`src/rtl/core/cra_pkg.sv`:
```
// Package for the contiguous region allocator: unit codes, operation and
// status codes, policy codes, and the command and status structs.
// Depends on nothing.
`default_nettype none
package cra_pkg;
  localparam int UNITS_DEF = 256;

  localparam logic [1:0] U_FREE  = 2'd0;
  localparam logic [1:0] U_START = 2'd1;
  localparam logic [1:0] U_CONT  = 2'd2;

  localparam logic [1:0] OP_ALLOC   = 2'd0;
  localparam logic [1:0] OP_RELEASE = 2'd1;
  localparam logic [1:0] OP_COMPACT = 2'd2;
  localparam logic [1:0] OP_UNUSED  = 2'd3;

  localparam logic [1:0] ST_DONE    = 2'd0;
  localparam logic [1:0] ST_NO_HOLE = 2'd1;
  localparam logic [1:0] ST_NO_REG  = 2'd2;

  localparam logic [1:0] POL_FIRST  = 2'd0;
  localparam logic [1:0] POL_BEST   = 2'd1;
  localparam logic [1:0] POL_WORST  = 2'd2;
  localparam logic [1:0] POL_UNUSED = 2'd3;

  // Controller to datapath commands
  typedef struct packed {
    logic init;    // clearing pass after reset
    logic clear;   // reset scan counters, latch operation
    logic scan;    // step the read/analyze pass
    logic write;   // step the write-back pass
    logic count;   // step the counting pass
  } cra_cmd_t;

  // Datapath to controller status
  typedef struct packed {
    logic scan_last;   // last step of the current pass
    logic need_write;  // operation needs the write-back pass
  } cra_stat_t;
endpackage
`default_nettype wire

```
`src/rtl/core/cra_ctrl.sv`:
```
// Controller state machine for the region allocator: sequences the clearing,
// scan, write-back and count passes and runs the in/out handshake.
// Depends on cra_pkg.
`default_nettype none
module cra_ctrl
  import cra_pkg::*;
(
  input  wire logic      clk,
  input  wire logic      rst_n,
  input  wire logic      in_valid,
  output logic           in_stall,
  output logic           out_valid,
  input  wire logic      out_stall,
  output cra_cmd_t       cmd,
  input  wire cra_stat_t stat
);
  typedef enum logic [5:0] {
    S_INIT  = 6'b000001,
    S_IDLE  = 6'b000010,
    S_SCAN  = 6'b000100,
    S_WRITE = 6'b001000,
    S_COUNT = 6'b010000,
    S_OUT   = 6'b100000
  } state_t;

  state_t state_r, state_nxt;

  assign in_stall  = (state_r != S_IDLE);
  assign out_valid = (state_r == S_OUT);

  // Commands follow the state
  always_comb begin
    cmd.init  = (state_r == S_INIT);
    cmd.clear = (state_r == S_IDLE) && in_valid;
    cmd.scan  = (state_r == S_SCAN);
    cmd.write = (state_r == S_WRITE);
    cmd.count = (state_r == S_COUNT);
  end

  // Advance through the passes
  always_comb begin
    state_nxt = state_r;
    case (state_r)
      S_INIT:  if (stat.scan_last) state_nxt = S_IDLE;
      S_IDLE:  if (in_valid) state_nxt = S_SCAN;
      S_SCAN:  if (stat.scan_last) state_nxt = stat.need_write ? S_WRITE : S_COUNT;
      S_WRITE: if (stat.scan_last) state_nxt = S_COUNT;
      S_COUNT: if (stat.scan_last) state_nxt = S_OUT;
      S_OUT:   if (!out_stall) state_nxt = S_IDLE;
      default: state_nxt = S_INIT;
    endcase
  end

  always_ff @(posedge clk) begin
    if (!rst_n) begin
      state_r <= S_INIT;
    end else begin
      state_r <= state_nxt;
    end
  end
endmodule
`default_nettype wire

```
`src/rtl/core/cra_dp.sv`:
```
// Datapath for the region allocator: unit map memory with a registered read
// port, scan pass (placement search, release, in-place compaction), write
// pass and counting pass. Depends on cra_pkg.
`default_nettype none
module cra_dp
  import cra_pkg::*;
#(
  parameter int UNITS = UNITS_DEF
) (
  input  wire logic        clk,
  input  wire logic        rst_n,
  input  wire cra_cmd_t    cmd,
  output cra_stat_t        stat,
  input  wire logic [1:0]  policy,
  input  wire logic [1:0]  operation,
  input  wire logic [8:0]  request_size,
  input  wire logic [7:0]  region_index,
  output logic [1:0]       status,
  output logic [7:0]       region_start,
  output logic [8:0]       region_count,
  output logic [8:0]       hole_count
);
  localparam int AW = $clog2(UNITS);
  localparam int CW = AW + 1;
  // Wide enough for UNITS and for a 9-bit request
  localparam int LW = (CW > 9) ? CW : 9;
  localparam logic [AW-1:0] LAST_ADDR = AW'(UNITS - 1);
  localparam logic [CW-1:0] UNITS_C   = CW'(UNITS);

  // Map storage: one registered read and one write per cycle
  logic [1:0] mem [UNITS];
  logic [1:0] rd_r;

  // Read stream: address issued, then the data follows in the next cycle
  logic [AW-1:0] addr_r;
  logic          rd_go_r;
  logic          dv_r;
  logic [AW-1:0] da_r;

  // Latched operation
  logic [1:0]    op_r;
  logic [1:0]    pol_r;
  logic [8:0]    size_r;
  logic [7:0]    idx_r;

  // Scan state
  logic [LW-1:0] run_len_r;
  logic [AW-1:0] run_start_r;
  logic          found_r;
  logic [LW-1:0] best_len_r;
  logic [AW-1:0] best_pos_r;
  logic [LW-1:0] seen_r;
  logic          rel_hit_r;
  logic          rel_on_r;     // inside the region being freed
  logic [CW-1:0] wp_r;         // compaction write pointer

  // Write pass
  logic [AW-1:0] wa_r;
  logic [LW-1:0] wcnt_r;
  logic          wfirst_r;

  // Count pass and results
  logic [1:0]    prev_r;
  logic [CW-1:0] regs_r;
  logic [CW-1:0] holes_r;
  logic [1:0]    status_r;
  logic [7:0]    start_r;
  logic [1:0]    status_nxt;
  logic [7:0]    start_nxt;

  logic [1:0]    cur;
  logic          dlast;
  logic          close_now;
  logic [LW-1:0] rl_eff;
  logic [AW-1:0] rs_eff;
  logic          take;
  logic [AW-1:0] pos_fin;
  logic          found_fin;
  logic          rel_now;
  logic [CW-1:0] wp_fin;
  logic          need_write;
  logic          mem_we;
  logic [AW-1:0] mem_wa;
  logic [1:0]    mem_wd;

  assign cur   = rd_r;
  assign dlast = (da_r == LAST_ADDR);

  // Hole close test at a non-free unit or at the map end
  always_comb begin
    close_now = dv_r && ((cur != U_FREE) || dlast);
    rl_eff = (cur == U_FREE) ? run_len_r + LW'(1) : run_len_r;
    rs_eff = (cur == U_FREE && run_len_r == '0) ? da_r : run_start_r;
    take = 1'b0;
    if (close_now && size_r != '0 && rl_eff >= LW'(size_r)) begin
      case (pol_r)
        POL_BEST:  take = !found_r || rl_eff < best_len_r;
        POL_WORST: take = !found_r || rl_eff > best_len_r;
        default:   take = !found_r;
      endcase
    end
    pos_fin   = take ? rs_eff : best_pos_r;
    found_fin = found_r || take;
    rel_now   = dv_r && cur == U_START && !rel_hit_r && seen_r == LW'(idx_r);
    wp_fin    = wp_r + ((cur != U_FREE) ? CW'(1) : CW'(0));
  end

  // Pass status for the controller
  always_comb begin
    case (op_r)
      OP_ALLOC:   need_write = found_fin;
      OP_COMPACT: need_write = (wp_fin < UNITS_C);
      default:    need_write = 1'b0;
    endcase
    if (cmd.init) stat.scan_last = (addr_r == LAST_ADDR);
    else if (cmd.write) stat.scan_last = (wcnt_r == LW'(1));
    else stat.scan_last = dv_r && dlast;
    stat.need_write = need_write;
  end

  // Result fields taken at the end of the scan
  always_comb begin
    status_nxt = ST_DONE;
    start_nxt  = '0;
    case (op_r)
      OP_ALLOC: begin
        if (found_fin) start_nxt = 8'(pos_fin);
        else status_nxt = ST_NO_HOLE;
      end
      OP_RELEASE: if (!(rel_hit_r || rel_now)) status_nxt = ST_NO_REG;
      default: status_nxt = ST_DONE;
    endcase
  end

  // Write port: clearing, placement fill, release and compaction moves
  always_comb begin
    mem_we = 1'b0;
    mem_wa = '0;
    mem_wd = U_FREE;
    if (cmd.init) begin
      mem_we = 1'b1;
      mem_wa = addr_r;
    end else if (cmd.write) begin
      mem_we = 1'b1;
      mem_wa = wa_r;
      if (op_r == OP_ALLOC) mem_wd = wfirst_r ? U_START : U_CONT;
    end else if (cmd.scan && dv_r) begin
      case (op_r)
        OP_RELEASE: begin
          if (rel_now || (rel_on_r && cur == U_CONT)) begin
            mem_we = 1'b1;
            mem_wa = da_r;
          end
        end
        OP_COMPACT: begin
          if (cur != U_FREE) begin
            mem_we = 1'b1;
            mem_wa = AW'(wp_r);
            mem_wd = cur;
          end
        end
        default: mem_we = 1'b0;
      endcase
    end
  end

  // Memory access; writes never hit an address still to be read in a pass
  always_ff @(posedge clk) begin
    rd_r <= mem[addr_r];
    if (mem_we) mem[mem_wa] <= mem_wd;
  end

  // Advance the read address over one pass
  always_ff @(posedge clk) begin
    if (!rst_n) begin
      addr_r  <= '0;
      rd_go_r <= 1'b1;
      dv_r    <= 1'b0;
    end else if (cmd.init) begin
      addr_r <= (addr_r == LAST_ADDR) ? '0 : addr_r + AW'(1);
      dv_r   <= 1'b0;
    end else if (cmd.clear) begin
      addr_r  <= '0;
      rd_go_r <= 1'b1;
      dv_r    <= 1'b0;
    end else if (cmd.scan || cmd.count) begin
      dv_r <= rd_go_r;
      da_r <= addr_r;
      if (rd_go_r) begin
        if (addr_r == LAST_ADDR) begin
          addr_r  <= '0;
          rd_go_r <= 1'b0;
        end else begin
          addr_r <= addr_r + AW'(1);
        end
      end else if (dv_r && dlast) begin
        rd_go_r <= 1'b1;
      end
    end else begin
      dv_r <= 1'b0;
    end
  end

  // Per-operation state for the scan, write and count passes
  always_ff @(posedge clk) begin
    if (cmd.clear) begin
      op_r        <= operation;
      pol_r       <= policy;
      size_r      <= request_size;
      idx_r       <= region_index;
      run_len_r   <= '0;
      run_start_r <= '0;
      found_r     <= 1'b0;
      best_len_r  <= '0;
      best_pos_r  <= '0;
      seen_r      <= '0;
      rel_hit_r   <= 1'b0;
      rel_on_r    <= 1'b0;
      wp_r        <= '0;
      wfirst_r    <= 1'b1;
      prev_r      <= U_START;
      regs_r      <= '0;
      holes_r     <= '0;
    end else if (cmd.scan && dv_r) begin
      // Free-run tracking for placement
      if (cur == U_FREE) begin
        if (run_len_r == '0) run_start_r <= da_r;
        run_len_r <= run_len_r + LW'(1);
      end else begin
        run_len_r <= '0;
      end
      if (take) begin
        found_r    <= 1'b1;
        best_len_r <= rl_eff;
        best_pos_r <= rs_eff;
      end
      // Region ordinal search for release
      if (rel_now) begin
        rel_hit_r <= 1'b1;
        rel_on_r  <= 1'b1;
      end else if (!(rel_on_r && cur == U_CONT)) begin
        rel_on_r <= 1'b0;
      end
      if (cur == U_START) seen_r <= seen_r + LW'(1);
      // Pack survivors for compaction
      if (cur != U_FREE) wp_r <= wp_r + CW'(1);
      // Settle results and set up the write pass
      if (dlast) begin
        status_r <= status_nxt;
        start_r  <= start_nxt;
        wa_r     <= (op_r == OP_ALLOC) ? pos_fin : AW'(wp_fin);
        wcnt_r   <= (op_r == OP_ALLOC) ? LW'(size_r) : LW'(UNITS_C - wp_fin);
      end
    end else if (cmd.write) begin
      wa_r     <= wa_r + AW'(1);
      wcnt_r   <= wcnt_r - LW'(1);
      wfirst_r <= 1'b0;
    end else if (cmd.count && dv_r) begin
      prev_r <= cur;
      if (cur == U_START) regs_r <= regs_r + CW'(1);
      if (cur == U_FREE && prev_r != U_FREE) holes_r <= holes_r + CW'(1);
    end
  end

  assign status       = status_r;
  assign region_start = start_r;
  assign region_count = 9'(regs_r);
  assign hole_count   = 9'(holes_r);
endmodule
`default_nettype wire

```
`src/rtl/core/contiguous_region_allocator_unit.sv`:
```
// Contiguous region allocator: one operation (allocate, release, compact)
// per input transfer over a map of UNITS units. After reset a clearing pass
// writes every unit free, with the input stalled. An operation then runs a
// scan pass, a write-back pass over k units when k is not 0, and a count
// pass; the result is offered after the count pass, and a new input is
// taken only after the result has been taken. k is the request size for
// a successful allocate, the number of free units for a compaction that
// leaves any, and 0 otherwise; the unit map has a single read and a single
// write port, and each pass steps one address per cycle. The input
// stalls while an operation is in flight; fit_policy is accepted only while
// idle with no input waiting.
// Depends on cra_pkg, cra_ctrl and cra_dp.
`default_nettype none
module contiguous_region_allocator_unit
  import cra_pkg::*;
#(
  parameter int UNITS = UNITS_DEF
) (
  input  wire logic       clk,
  input  wire logic       rst_n,
  input  wire logic       in_valid,
  output logic            in_stall,
  input  wire logic [1:0] in_operation,
  input  wire logic [8:0] in_request_size,
  input  wire logic [7:0] in_region_index,
  output logic            out_valid,
  input  wire logic       out_stall,
  output logic [1:0]      out_status,
  output logic [7:0]      out_region_start,
  output logic [8:0]      out_region_count,
  output logic [8:0]      out_hole_count,
  input  wire logic       cfg_valid,
  output logic            cfg_ready,
  input  wire logic [1:0] cfg_fit_policy
);
  cra_cmd_t  cmd;
  cra_stat_t stat;
  logic [1:0] policy_r;

  // Accept a policy write only with nothing in flight
  assign cfg_ready = !in_stall && !in_valid;

  // Hold the placement policy
  always_ff @(posedge clk) begin
    if (!rst_n) begin
      policy_r <= POL_FIRST;
    end else if (cfg_valid && cfg_ready) begin
      policy_r <= cfg_fit_policy;
    end
  end

  cra_ctrl u_ctrl (
    .clk(clk), .rst_n(rst_n), .in_valid(in_valid), .in_stall(in_stall),
    .out_valid(out_valid), .out_stall(out_stall), .cmd(cmd), .stat(stat)
  );

  cra_dp #(.UNITS(UNITS)) u_dp (
    .clk(clk), .rst_n(rst_n), .cmd(cmd), .stat(stat), .policy(policy_r),
    .operation(in_operation), .request_size(in_request_size),
    .region_index(in_region_index), .status(out_status),
    .region_start(out_region_start), .region_count(out_region_count),
    .hole_count(out_hole_count)
  );
endmodule
`default_nettype wire

```
`config.mk`:
```
export PLATFORM = sky130hd
export DESIGN_NAME = contiguous_region_allocator_unit
export DESIGN_NICKNAME = d
export VERILOG_FILES = /design/src/rtl/core/cra_pkg.sv /design/src/rtl/core/cra_ctrl.sv /design/src/rtl/core/cra_dp.sv /design/src/rtl/core/contiguous_region_allocator_unit.sv
export SDC_FILE = /design/constraint.sdc
export NUM_CORES = 1
export LEC_CHECK = 0
export BUFFER_PORTS_ARGS = -buffer_cell sky130_fd_sc_hd__buf_2
export CORE_MARGIN = 1
export CORE_UTILIZATION = 30
export DETAILED_ROUTE_END_ITERATION = 10
export GPL_TIMING_DRIVEN = 0
export HOLD_SLACK_MARGIN = 0.12
export SLEW_MARGIN = 15
export SYNTH_ARGS = -nofsm -noshare
export SYNTH_HDL_FRONTEND = slang
export SYNTH_HIERARCHICAL = 1
export SYNTH_SLANG_ARGS = --single-unit
```
`constraint.sdc`:
```
create_clock -name clk -period 8.7 [get_ports clk]
set_input_delay 1.74 -clock clk [delete_from_list [all_inputs] [get_ports clk]]
set_output_delay 1.74 -clock clk [all_outputs]
set_load 0.02 [all_outputs]
```
==> impl_results.md, run 1 <==
- Max_slew headroom: 19.5%
- Pins Over Slew Limit: 0
- Pwr/cell area: 254 nW/µm²
- Top-area cell type share of the netlist area: 57.2%
- Synth area leaders: edfxtp_1, mux4_2, dfxtp_1, nor2_1, nor2_2
- Startpoint Class: register
- Slowest CP cell: or3b_2
- Layout Nets: 2297
- YS warnings: 6
- Final Hold Fails: 0
- Synth Register Bits: 664
- Worst path max stage delay: 0.43 ns
- Rows: 115
- Post-Route Skew: 0.0299 ns
- GRT Overall Usage: 17.3%
- Place WS: 3.44 ns
- Synth Area per Inst: 14.3 µm²
- Clock root buffer: clkbuf_16
- DRT antenna net count: 0
- Max cap viols: 0
- Initial core utilization: 30.3%
- Layout cell share with drive strength beyond 1: 23.1%
- Worst EP arrival: 5.24 ns
- Req. time, crit path: 9.24 ns
- Fin util: 34.9%
- Top FF cell, synth: edfxtp_1
- # fillers: 9480
- Die area: 101000 µm²
- Worst Path Max Fanout: 10
- Diodes inserted: 0
- CORE AREA: 98400 µm²
- Post-synth top cells: edfxtp_1, nor2_1, mux4_2
- Die Span X: 317 µm
- Leak Pwr: 9.99 nW
- Reg clk slew, reported paths: 0.06 ns
- First-pass GRT wire length: 127000 µm
- Cell Area, Synth: 29800 µm²
- Final setup vio count: 0
- CTS tree: done
- Final WS setup: 3.99 ns
- Max frequency: 212 MHz
- Vias in the first global route: 19189
- Die H: 317 µm
- Worst slew pin tran: 1.21 ns
- Hold WS: 0.427 ns
- Hold Crit Class: register to register
- CTS resizes: 0
- Seq/Total Area, Yosys: 63.7%
- Gate Count Post-Synth: 2086
- Post-CTS setup repair buffer count: 0
- Initial antenna violation count: 0
- Outcome: finished, final reports clean
- Setup TNS: 0 ns
- IO Port Bufs: 56
- Hold buffers post-CTS: 0
- I/O pins: 57
- Yosys cell types: 89
- Worst skew pair latency: 0.64 ns
- Post-detail-place hpwl: 58600 µm
- Vias: 18826
- WS Path Type: register to register
- Post-DR wirelength/cell: 24.1 µm
- Post-synth EDFFs: 568
- Grt total ovfl: 0
- Worst path top cell family by delay: compound AO/OA/AOI/OAI gates
- CTS Buf Count: 76
- CP Capture Type: register
- Cell with the most instances after synthesis: edfxtp_1
- Syn_nets: 2149
- Max Root-Sink Buffers: 3
- Crit path buffers/inverters: 4
- TritonRoute pass-1 iters: 5
- Routed vias/inst: 5.26
- Initial drt markers: 2020
- P&R area growth vs syn: 15.2%
- Largest net degree at the start of global routing: 44
- Ys async rst share: 0%
- Crit-path most repeated cell: o21ai_0
- Sink Count: 664
- Fin crit share: 54.1%
- Dominant cell type by area after synthesis: edfxtp_1
- Reg area: 19000 µm²
- RSZ-0062 raised after global routing: no
- Routability cong.: 0.894
- Area of the multi-input gates: 9940 µm²
- Crit path cell chain: or2_2 > buf_2 > clkinv_1 > clkbuf_1 > ha_1 > ha_1 > nand2b_1 > a31oi_1 > o21bai_1 > a31oi_1 > o21ai_0 > nand2_1 > o21ai_0 > buf_4 > or3b_2 > a21oi_1 > o21ai_0 > a22oi_1
- VDD IR max: 0.146 mV
- Drt total wl: 86300 µm
- H-tree depth: 3
- Min Tclk post-route: 4.71 ns
- DR DRC count: 0
per-stage QoR:
| step | total power, mW | instances | area (µm²) |
|---|---|---|---|
| finish | 8.72 | 3578 | 34300 |
| global route | 9.02 | 3578 | 34300 |
| CTS | 8.77 | 3578 | 34300 |
| detailed placement | 5.77 | 3443 | 32000 |
| global placement | 5.75 | 3429 | 31700 |
| floorplan | 4.98 | 2086 | 29800 |
flip-flops by register name (all words and copies together) (netlist names), 2 cells and up:
| signal | flops |
|---|---|
| u_dp/mem | 512 |
| u_dp/best_len_r | 9 |
| u_dp/hole_count | 9 |
| u_dp/region_count | 9 |
| u_dp/run_len_r | 9 |
| u_dp/seen_r | 9 |
| u_dp/size_r | 9 |
| u_dp/wcnt_r | 9 |
| u_dp/wp_r | 9 |
| u_dp/addr_r | 8 |
| u_dp/best_pos_r | 8 |
| u_dp/da_r | 8 |
| u_dp/idx_r | 8 |
| u_dp/region_start | 8 |
| u_dp/run_start_r | 8 |
| u_dp/wa_r | 8 |
| u_ctrl/state_r | 6 |
| policy_r | 2 |
| u_dp/cur | 2 |
| u_dp/op_r | 2 |
| u_dp/pol_r | 2 |
| u_dp/prev_r | 2 |
| u_dp/status | 2 |
final cells by class:
type,count,share of cell area (%)
Clock buffer,92,5.72
Tap cell,1287,4.69
Clock inverter,43,0.988
Multi-Input combinational cell,1257,29.0
Sequential cell,664,55.3
Timing Repair Buffer,70,1.70
Buffer,121,2.17
Inverter,44,0.481
final timing paths:
check | start | endpoint | slack (ns) | depth (start not counted)
worst min register to register | u_dp/addr_r[6]$_SDFFE_PN0P_ | u_dp/da_r[6]$_DFFE_PP_ | 0.43 | 0
worst max register to register | u_dp/cur[0]$_DFF_P_ | u_ctrl/state_r[4]$_SDFFE_PN0P_ | 3.99 | 18
worst min-delay path | u_dp/addr_r[6]$_SDFFE_PN0P_ | u_dp/da_r[6]$_DFFE_PP_ | 0.43 | 0
worst max-delay path | u_dp/cur[0]$_DFF_P_ | u_ctrl/state_r[4]$_SDFFE_PN0P_ | 3.99 | 18
cells by family after synthesis:
family	after synthesis	synth area share, %
xor+xnor	71	2.09
mux	181	11.3
fa+ha+maj	37	1.55
buf+inv	165	3.04
simple gates	720	12.6
compound gates	248	5.77
flops	664	63.7
report_power, final:
| part | switching (mW) | total [mW] | internal (mW) |
|---|---|---|---|
| clock | 1.29 | 2.99 | 1.70 |
| sequential | 0.0571 | 3.56 | 3.50 |
| combinational | 1.49 | 2.17 | 0.680 |
| total | 2.83 | 8.72 | 5.89 |
cells in the final DEF (no fill, tap or decap), types with 12 or more instances in the layout:
master / n
a211oi_1: 12
a21oi_1: 84
a221oi_1: 12
a22oi_1: 37
and3_1: 16
buf_2: 80
buf_6: 31
clkbuf_1: 66
clkbuf_16: 76
clkinv_1: 22
dfxtp_1: 96
edfxtp_1: 568
ha_1: 37
inv_1: 42
mux2i_1: 48
mux4_2: 123
nand2_1: 102
nand2_4: 25
nand3_1: 32
nand4_1: 28
nor2_1: 299
nor2_2: 86
nor3_1: 28
o21ai_0: 40
xnor2_1: 34
xor2_1: 37
layer usage:
metal	up-vias	part of all wire [%]	global-route usage, %
met5	-	0	0
met4	0	4.1	6.80
met1	9593	39	21.8
met3	199	7.7	3.38
met2	851	49	29.0
li1	8183	-	-
No activity file was read; power rests on OpenSTA's default activity.
==> run 2, diff against run 1 <==
Clock period 8.7 ns to 4.2 ns, I/O delays scaled along.
==> run 2 against run 1 <==
Against the previous run:
- register-to-register slack got worse by 4.0 ns
- clock power up 110%
- critical path depth shrank 9
- critical endpoint is now u_dp/cur[1]$_DFF_P_
- largest power group unchanged
- combinational power is 110% higher
- hold slack lost 0.051 ns
- clock skew grew 0.0087 ns
- sequential cell count did not move
- the flow now finishes with violations (negative setup slack)
- die area is the same
==> impl_results.md, run 2 (synthesis gave the netlist of run 1 again) <==
- Worst EP arrival: 4.74 ns (-0.50 ns)
- Post-Route Skew: 0.0386 ns (+0.00869 ns)
- Most common cell after layout, fill and taps aside: edfxtp_1
- Post-DR wirelength/cell: 24.5 µm (+1.8%)
- # fillers: 9413 (-0.71%)
- Cell depth of the worst min-delay path: 1 (+1)
- Layout Nets: 2294 (-0.13%)
- Min Tclk post-route: 4.25 ns (-0.455 ns)
- First-pass GRT wire length: 129000 µm (+1.8%)
- Initial antenna violation count: 1 (+1)
- Initial drt markers: 2186 (+8.2%)
- Worst reg2reg path depth: 9 (-9)
- Worst Path Max Fanout: 10 (unchanged)
- Slowest CP cell: buf_1
- Post-route insts no fill: 3575 (-0.084%)
- Pwr Total: 18.1 mW (+110%)
- IO Port Bufs: 56 (unchanged)
- Hold Crit Class: input port to register
- VDD IR max: 0.330 mV (+130%)
- Die Span X: 317 µm (unchanged)
- Largest register FFs: 512 (unchanged)
- Worst path max stage delay: 0.98 ns (+0.55 ns)
- Biggest register: u_dp/mem
- Sink Count: 664 (unchanged)
- Startpoint Class: register
- Pwr/cell area: 525 nW/µm² (+110%)
- Die H: 317 µm (unchanged)
- DR DRC count: 0 (unchanged)
- Placed Area: 32200 µm² (+0.46%)
- Final WS setup: -0.0531 ns (-4.04 ns)
- WS Path Type: register to register
- Post-detail-place hpwl: 60000 µm (+2.5%)
- Max_slew headroom: 15.0% (-4.5 points)
- CTS tree: done
- Final setup vio count: 2 (+2)
- Most frequent cells in the layout: edfxtp_1, nor2_1, mux4_2
- Max frequency: 235 MHz (+11%)
- Layout cell share with drive strength beyond 1: 24.1% (+1.0 points)
- Origin of the critical flop-to-flop path: u_dp/addr_r[1]$_SDFFE_PN0P_
- Crit-path most repeated cell: buf_2
- Crit path cell chain: buf_2 > buf_2 > buf_1 > mux4_2 > a221oi_1 > nand4_1 > o31ai_1 > nor4_1 > or4_1
- R2r endpoint: u_dp/cur[1]$_DFF_P_
- Worst slew pin tran: 1.27 ns (+0.0668 ns)
- Leak Pwr: 10.1 nW (+0.98%)
- Clock root buffer: clkbuf_16
- CORE AREA: 98400 µm² (unchanged)
- Largest net degree at the start of global routing: 44 (unchanged)
- Final Hold Fails: 0 (unchanged)
- RSZ-0062 raised after global routing: no
- Hold Path End: u_dp/idx_r[5]$_DFFE_PP_
- Hold WS: 0.376 ns (-0.0513 ns)
- Area of the multi-input gates: 10000 µm² (+0.62%)
- Rows: 115 (unchanged)
- DRT antenna net count: 0 (unchanged)
- Vias: 18975 (+0.79%)
- Reg-to-reg slack, setup: -0.05 ns (-4.04 ns)
- Fin crit share: 101% (+47 points)
- Routed vias/inst: 5.31 (+0.88%)
- TritonRoute pass-1 iters: 5 (unchanged)
- GRT Overall Usage: 17.5% (+0.27 points)
- Die area: 101000 µm² (unchanged)
- Outcome: complete, but fails checks
- Drt total wl: 87700 µm (+1.7%)
- Max cap viols: 0 (unchanged)
- Failing checks: negative setup slack
- Reg clk slew, reported paths: 0.06 ns (about the same)
- Routability cong.: 0.918 (+2.6%)
- I/O pins: 57 (unchanged)
- Finished Cell Area: 34500 µm² (+0.46%)
- CP Capture Type: register
- Initial core utilization: 30.3% (unchanged)
- Req. time, crit path: 4.68 ns (-4.56 ns)
- Reg area: 19000 µm² (about the same)
- Post-Place Cells: 3446 (+0.087%)
- CTS Buf Count: 70 (-7.9%)
- Max Root-Sink Buffers: 3 (unchanged)
- Grt total ovfl: 0 (unchanged)
- Worst skew pair latency: 0.65 ns (about the same)
- Setup TNS: -0.0784 ns (-0.0784 ns)
- Pins Over Slew Limit: 0 (unchanged)
- P&R area growth vs syn: 15.7%
- Vias in the first global route: 19118 (-0.37%)
- Hold_sp: in_region_index[5]
- Hold buffers post-CTS: 0 (unchanged)
- H-tree depth: 3 (unchanged)
-- run 2: changes by cell type in the layout (fill, tap and decap cells not counted), moves of 3 or more --
cell,change
clkbuf_1,-5
buf_12,-4
clkinv_1,-12
clkinv_2,+3
clkinvlp_4,-5
clkbuf_8,+3
buf_16,+6
clkbuf_2,+10
buf_4,+3
clkbuf_16,-6
-- run 2: worst max-delay path by stage --
stage                                   startpoint                             end  cells after the start  slack [ns]
finish                 u_dp/addr_r[1]$_SDFFE_PN0P_             u_dp/cur[1]$_DFF_P_                      9       -0.05
global route           u_dp/addr_r[3]$_SDFFE_PN0P_             u_dp/cur[0]$_DFF_P_                      8     0.00005
CTS                    u_dp/addr_r[1]$_SDFFE_PN0P_             u_dp/cur[0]$_DFF_P_                      9        0.02
detailed placement             u_dp/cur[0]$_DFF_P_  u_ctrl/state_r[4]$_SDFFE_PN0P_                     17       -0.63
global placement    u_ctrl/state_r[0]$_SDFFE_PN1P_      u_dp/mem[230][0]$_DFFE_PP_                      8       -2.58
floorplan           u_ctrl/state_r[0]$_SDFFE_PN1P_        u_dp/mem[0][0]$_DFFE_PP_                      8       -0.31
-- run 2: worst max-delay path: cells and delay by family (launching register included) --
family / cells / cell delay, ns
AO/OA/AOI/OAI: 2 / 0.72
buffers and inverters: 3 / 1.84
flip-flops: 1 / 0.35
multiplexers: 1 / 0.44
AND/OR/NAND/NOR: 3 / 0.73
-- run 2: layout make-up --
| cell class | instances | share of cell area, % |
|---|---|---|
| flip-flops and latches | 664 | 55.0 |
| clock inverters | 33 | 1.12 |
| multi-input cells | 1257 | 29.0 |
| plain buffers | 118 | 2.23 |
| diodes | 1 | 0.00726 |
| repair buffers | 76 | 2.04 |
| clock buffers | 95 | 5.38 |
| well taps | 1287 | 4.67 |
| inverters | 44 | 0.483 |
-- run 2: per-stage QoR --
step	utilization (%)	setup slack, ns
floorplan	-	-0.313
global placement	32.3	-2.58
detailed placement	32.7	-0.631
CTS	35.0	0.0220
global route	35.0	0.0000511
finish	35.0	-0.0531
-- run 2: per-layer routing --
layer	wire length, µm	vias to the layer above	global-route usage [%]
li1	-	8165	-
met1	35400	9726	22.7
met2	42500	920	29.2
met3	6880	164	3.40
met4	3020	0	6.32
met5	0	-	0
-- run 2: report_power, final --
group,leakage [nW],switching (mW),internal (mW)
registers,4.92,0.127,7.26
clock network,1.08,2.68,3.46
logic,4.08,3.12,1.45
total,10.1,5.93,12.2
-- run 2: what timing repair did --
item,4_1_cts,5_1_grt
hold endpoints to repair,0,0
resized for setup,11,16
endpoints found under the setup margin,125,151
pin swaps,0,1
buffers inserted,1,2
==> run 3, diff against run 2 <==
Settings changed: BUFFER_PORTS_ARGS -buffer_cell sky130_fd_sc_hd__buf_2 to -buffer_cell sky130_fd_sc_hd__buf_4, CORE_UTILIZATION 30 to 40.
==> run 3 against run 2 <==
Against the previous run:
- the run ends with design-rule violations left
- total power up 3.7%
- combinational power barely moved
- sequential share of layout area barely moved
- count of clock-buffer cells in the layout down 8
- setup slack better by 0.10 ns
- cell count decreased by 9.0%
- global-route usage increased by 5.3 points
- sequential power about the same
- die area shrank 25%
- maximum frequency increased by 2.4%
- critical path type unchanged
- largest cell class unchanged
- highest routed layer unchanged
==> impl_results.md, run 3 (synthesis gave the netlist of run 1 again) <==
- CORE AREA: 73300 µm² (-25%)
- Setup TNS: 0 ns (+0.0784 ns)
- Die area: 75600 µm² (-25%)
- Die H: 275 µm (-13%)
- Pwr/cell area: 544 nW/µm² (+3.6%)
- I/O pins: 57 (unchanged)
- Reg-to-reg slack, setup: 0.05 ns (+0.10 ns)
- GRT Overall Usage: 22.8% (+5.3 points)
- Initial antenna violation count: 1 (unchanged)
- Layout Nets: 2294 (unchanged)
- Routed vias/inst: 5.81 (+9.4%)
- Startpoint Class: register
- IO Port Bufs: 56 (unchanged)
- Origin of the critical flop-to-flop path: u_dp/addr_r[3]$_SDFFE_PN0P_
- P&R area growth vs syn: 15.8% (about the same)
- Rows: 99 (-14%)
- CTS tree: done
- Routability cong.: 0.937 (+2.1%)
- Worst reg2reg path depth: 9 (unchanged)
- Crit. path cell count: 9 (unchanged)
- Hold buffers post-CTS: 0 (unchanged)
- H-tree depth: 3 (unchanged)
- Post-route insts no fill: 3253 (-9.0%)
- Crit-path most repeated cell: clkbuf_1
- Worst slew pin tran: 1.25 ns (-0.0230 ns)
- Critical Path End: u_dp/cur[0]$_DFF_P_
- CTS Buf Count: 73 (+4.3%)
- Failing checks: design-rule violations
- Max_slew headroom: 16.5% (+1.5 points)
- Hold Crit Class: input port to register
- Leak Pwr: 10.3 nW (+2.0%)
- R2r endpoint: u_dp/cur[0]$_DFF_P_
- Max cap viols: 0 (unchanged)
- Finished Cell Area: 34500 µm² (about the same)
- Drt total wl: 85600 µm (-2.5%)
- Initial drt markers: 2490 (+14%)
- Post-detail-place hpwl: 57800 µm (-3.7%)
- Grt total ovfl: 0 (unchanged)
- Critical Path Source: u_dp/addr_r[3]$_SDFFE_PN0P_
- Hold WS: 0.388 ns (+0.0124 ns)
- Sink Count: 664 (unchanged)
- Die Span X: 275 µm (-13%)
- Outcome: complete, but fails checks
- Most frequent cells in the layout: edfxtp_1, nor2_1, mux4_2
- Vias: 18890 (-0.45%)
- Largest net degree at the start of global routing: 43 (-2.3%)
- Placed Area: 31900 µm² (-0.96%)
- Max Root-Sink Buffers: 3 (unchanged)
- Fin crit share: 98.9% (-2.4 points)
- Crit path cell chain: clkbuf_1 > and2_1 > clkbuf_1 > clkbuf_2 > a22oi_1 > a21oi_1 > nor3_1 > nor4_1 > a311o_1
- Vias in the first global route: 18902 (-1.1%)
- TritonRoute pass-1 iters: 8 (+3)
- CP Capture Type: register
- Min Tclk post-route: 4.15 ns (-0.0996 ns)
- Worst path max stage delay: 0.85 ns (-0.13 ns)
- Worst path top cell family by delay: buffers and inverters
- Reg clk slew, reported paths: 0.06 ns (about the same)
- Post-Route Skew: 0.0395 ns (+0.000911 ns)
- Worst EP arrival: 4.67 ns (-0.07 ns)
- Worst skew pair latency: 0.64 ns (about the same)
- First-pass GRT wire length: 125000 µm (-3.4%)
- Post-Place Cells: 3116 (-9.6%)
- VDD IR max: 0.368 mV (+12%)
- Clock root buffer: clkbuf_16
- RSZ-0062 raised after global routing: yes
- Pins Over Slew Limit: 0 (unchanged)
- Post-DR wirelength/cell: 26.3 µm (+7.2%)
- Worst Path Max Fanout: 10 (unchanged)
- DR DRC count: 6 (+6)
- Max frequency: 241 MHz (+2.4%)
- Final Hold Fails: 0 (unchanged)
- Most common cell after layout, fill and taps aside: edfxtp_1
- Req. time, crit path: 4.72 ns (+0.04 ns)
- Layout cell share with drive strength beyond 1: 24.8% (+0.65 points)
- Slowest CP cell: clkbuf_1
- WS Path Type: register to register
- Pwr Total: 18.8 mW (+3.7%)
- Initial core utilization: 40.6% (+10 points)
- Largest register FFs: 512 (unchanged)
- DRT antenna net count: 0 (unchanged)
- Crit path buffers/inverters: 3 (unchanged)
- Final setup vio count: 0 (-2)
- Biggest register: u_dp/mem
- Hold_sp: in_request_size[0]
run 3: changes by cell type in the layout (fill, tap and decap cells not counted), moves of 3 or more:
cell	previous run	this run
buf_2	78	23
buf_4	11	65
clkbuf_1	61	50
bufinv_16	5	12
clkbuf_16	70	75
clkinv_2	11	16
clkinvlp_4	1	4
run 3: worst min-delay path by stage:
stage	cells after the start	to
after floorplan	0	u_dp/da_r[2]$_DFFE_PP_
after global placement	0	u_dp/da_r[2]$_DFFE_PP_
after detailed placement	0	u_dp/da_r[5]$_DFFE_PP_
after CTS	1	u_dp/size_r[0]$_DFFE_PP_
after global routing	1	u_dp/size_r[4]$_DFFE_PP_
final	1	u_dp/size_r[0]$_DFFE_PP_
run 3: through the flow:
stage / util [%] / worst slack [ns]
3_5_place_dp: 43.4 / -0.786
3_3_place_gp: 42.9 / -2.65
4_1_cts: 47.0 / 0.00642
2_1_floorplan: - / -0.313
5_1_grt: 47.0 / -0.0623
6_report: 47.0 / 0.0465
run 3: worst reg2reg max path, delay by kind of cell, from the launching register on:
kind | cells | cell delay [ns]
AOI/OAI and AO/OA | 3 | 0.89
and+or+nand+nor | 3 | 0.62
DFF | 1 | 0.45
buffers and inverters | 3 | 2.12
run 3: metal layers:
metal | vias up | global-route usage [%] | wire, µm | part of all wire [%]
met5 | - | 0 | 0 | 0
met2 | 957 | 36.3 | 40200 | 47
li1 | 8189 | - | - | -
met3 | 184 | 5.14 | 7780 | 9.1
met1 | 9560 | 30.1 | 34200 | 40
met4 | 0 | 9.73 | 3380 | 3.9
run 3: layout make-up:
| type | count | area, µm² |
|---|---|---|
| Antenna cell | 2 | 5.00 |
| Sequential cell | 664 | 19000 |
| Inverter | 44 | 166 |
| Fill cell | 6358 | 38800 |
| Timing Repair Buffer | 72 | 787 |
| Multi-Input combinational cell | 1257 | 10000 |
| Clock buffer | 87 | 1920 |
| Clock inverter | 49 | 651 |
| Buffer | 119 | 787 |
| Tap cell | 959 | 1200 |
run 3: power breakdown:
| group | switching [mW] | total (mW) | internal, mW |
|---|---|---|---|
| clock network | 2.74 | 6.80 | 4.06 |
| logic | 3.13 | 4.58 | 1.45 |
| registers | 0.121 | 7.38 | 7.26 |
| total | 5.99 | 18.8 | 12.8 |
run 3: what timing repair did:
action	in CTS	in global routing
hold endpoints to repair	0	0
endpoints found under the setup margin	145	89
buffers inserted	1	0
pin swaps	0	1
gates resized for setup	13	23
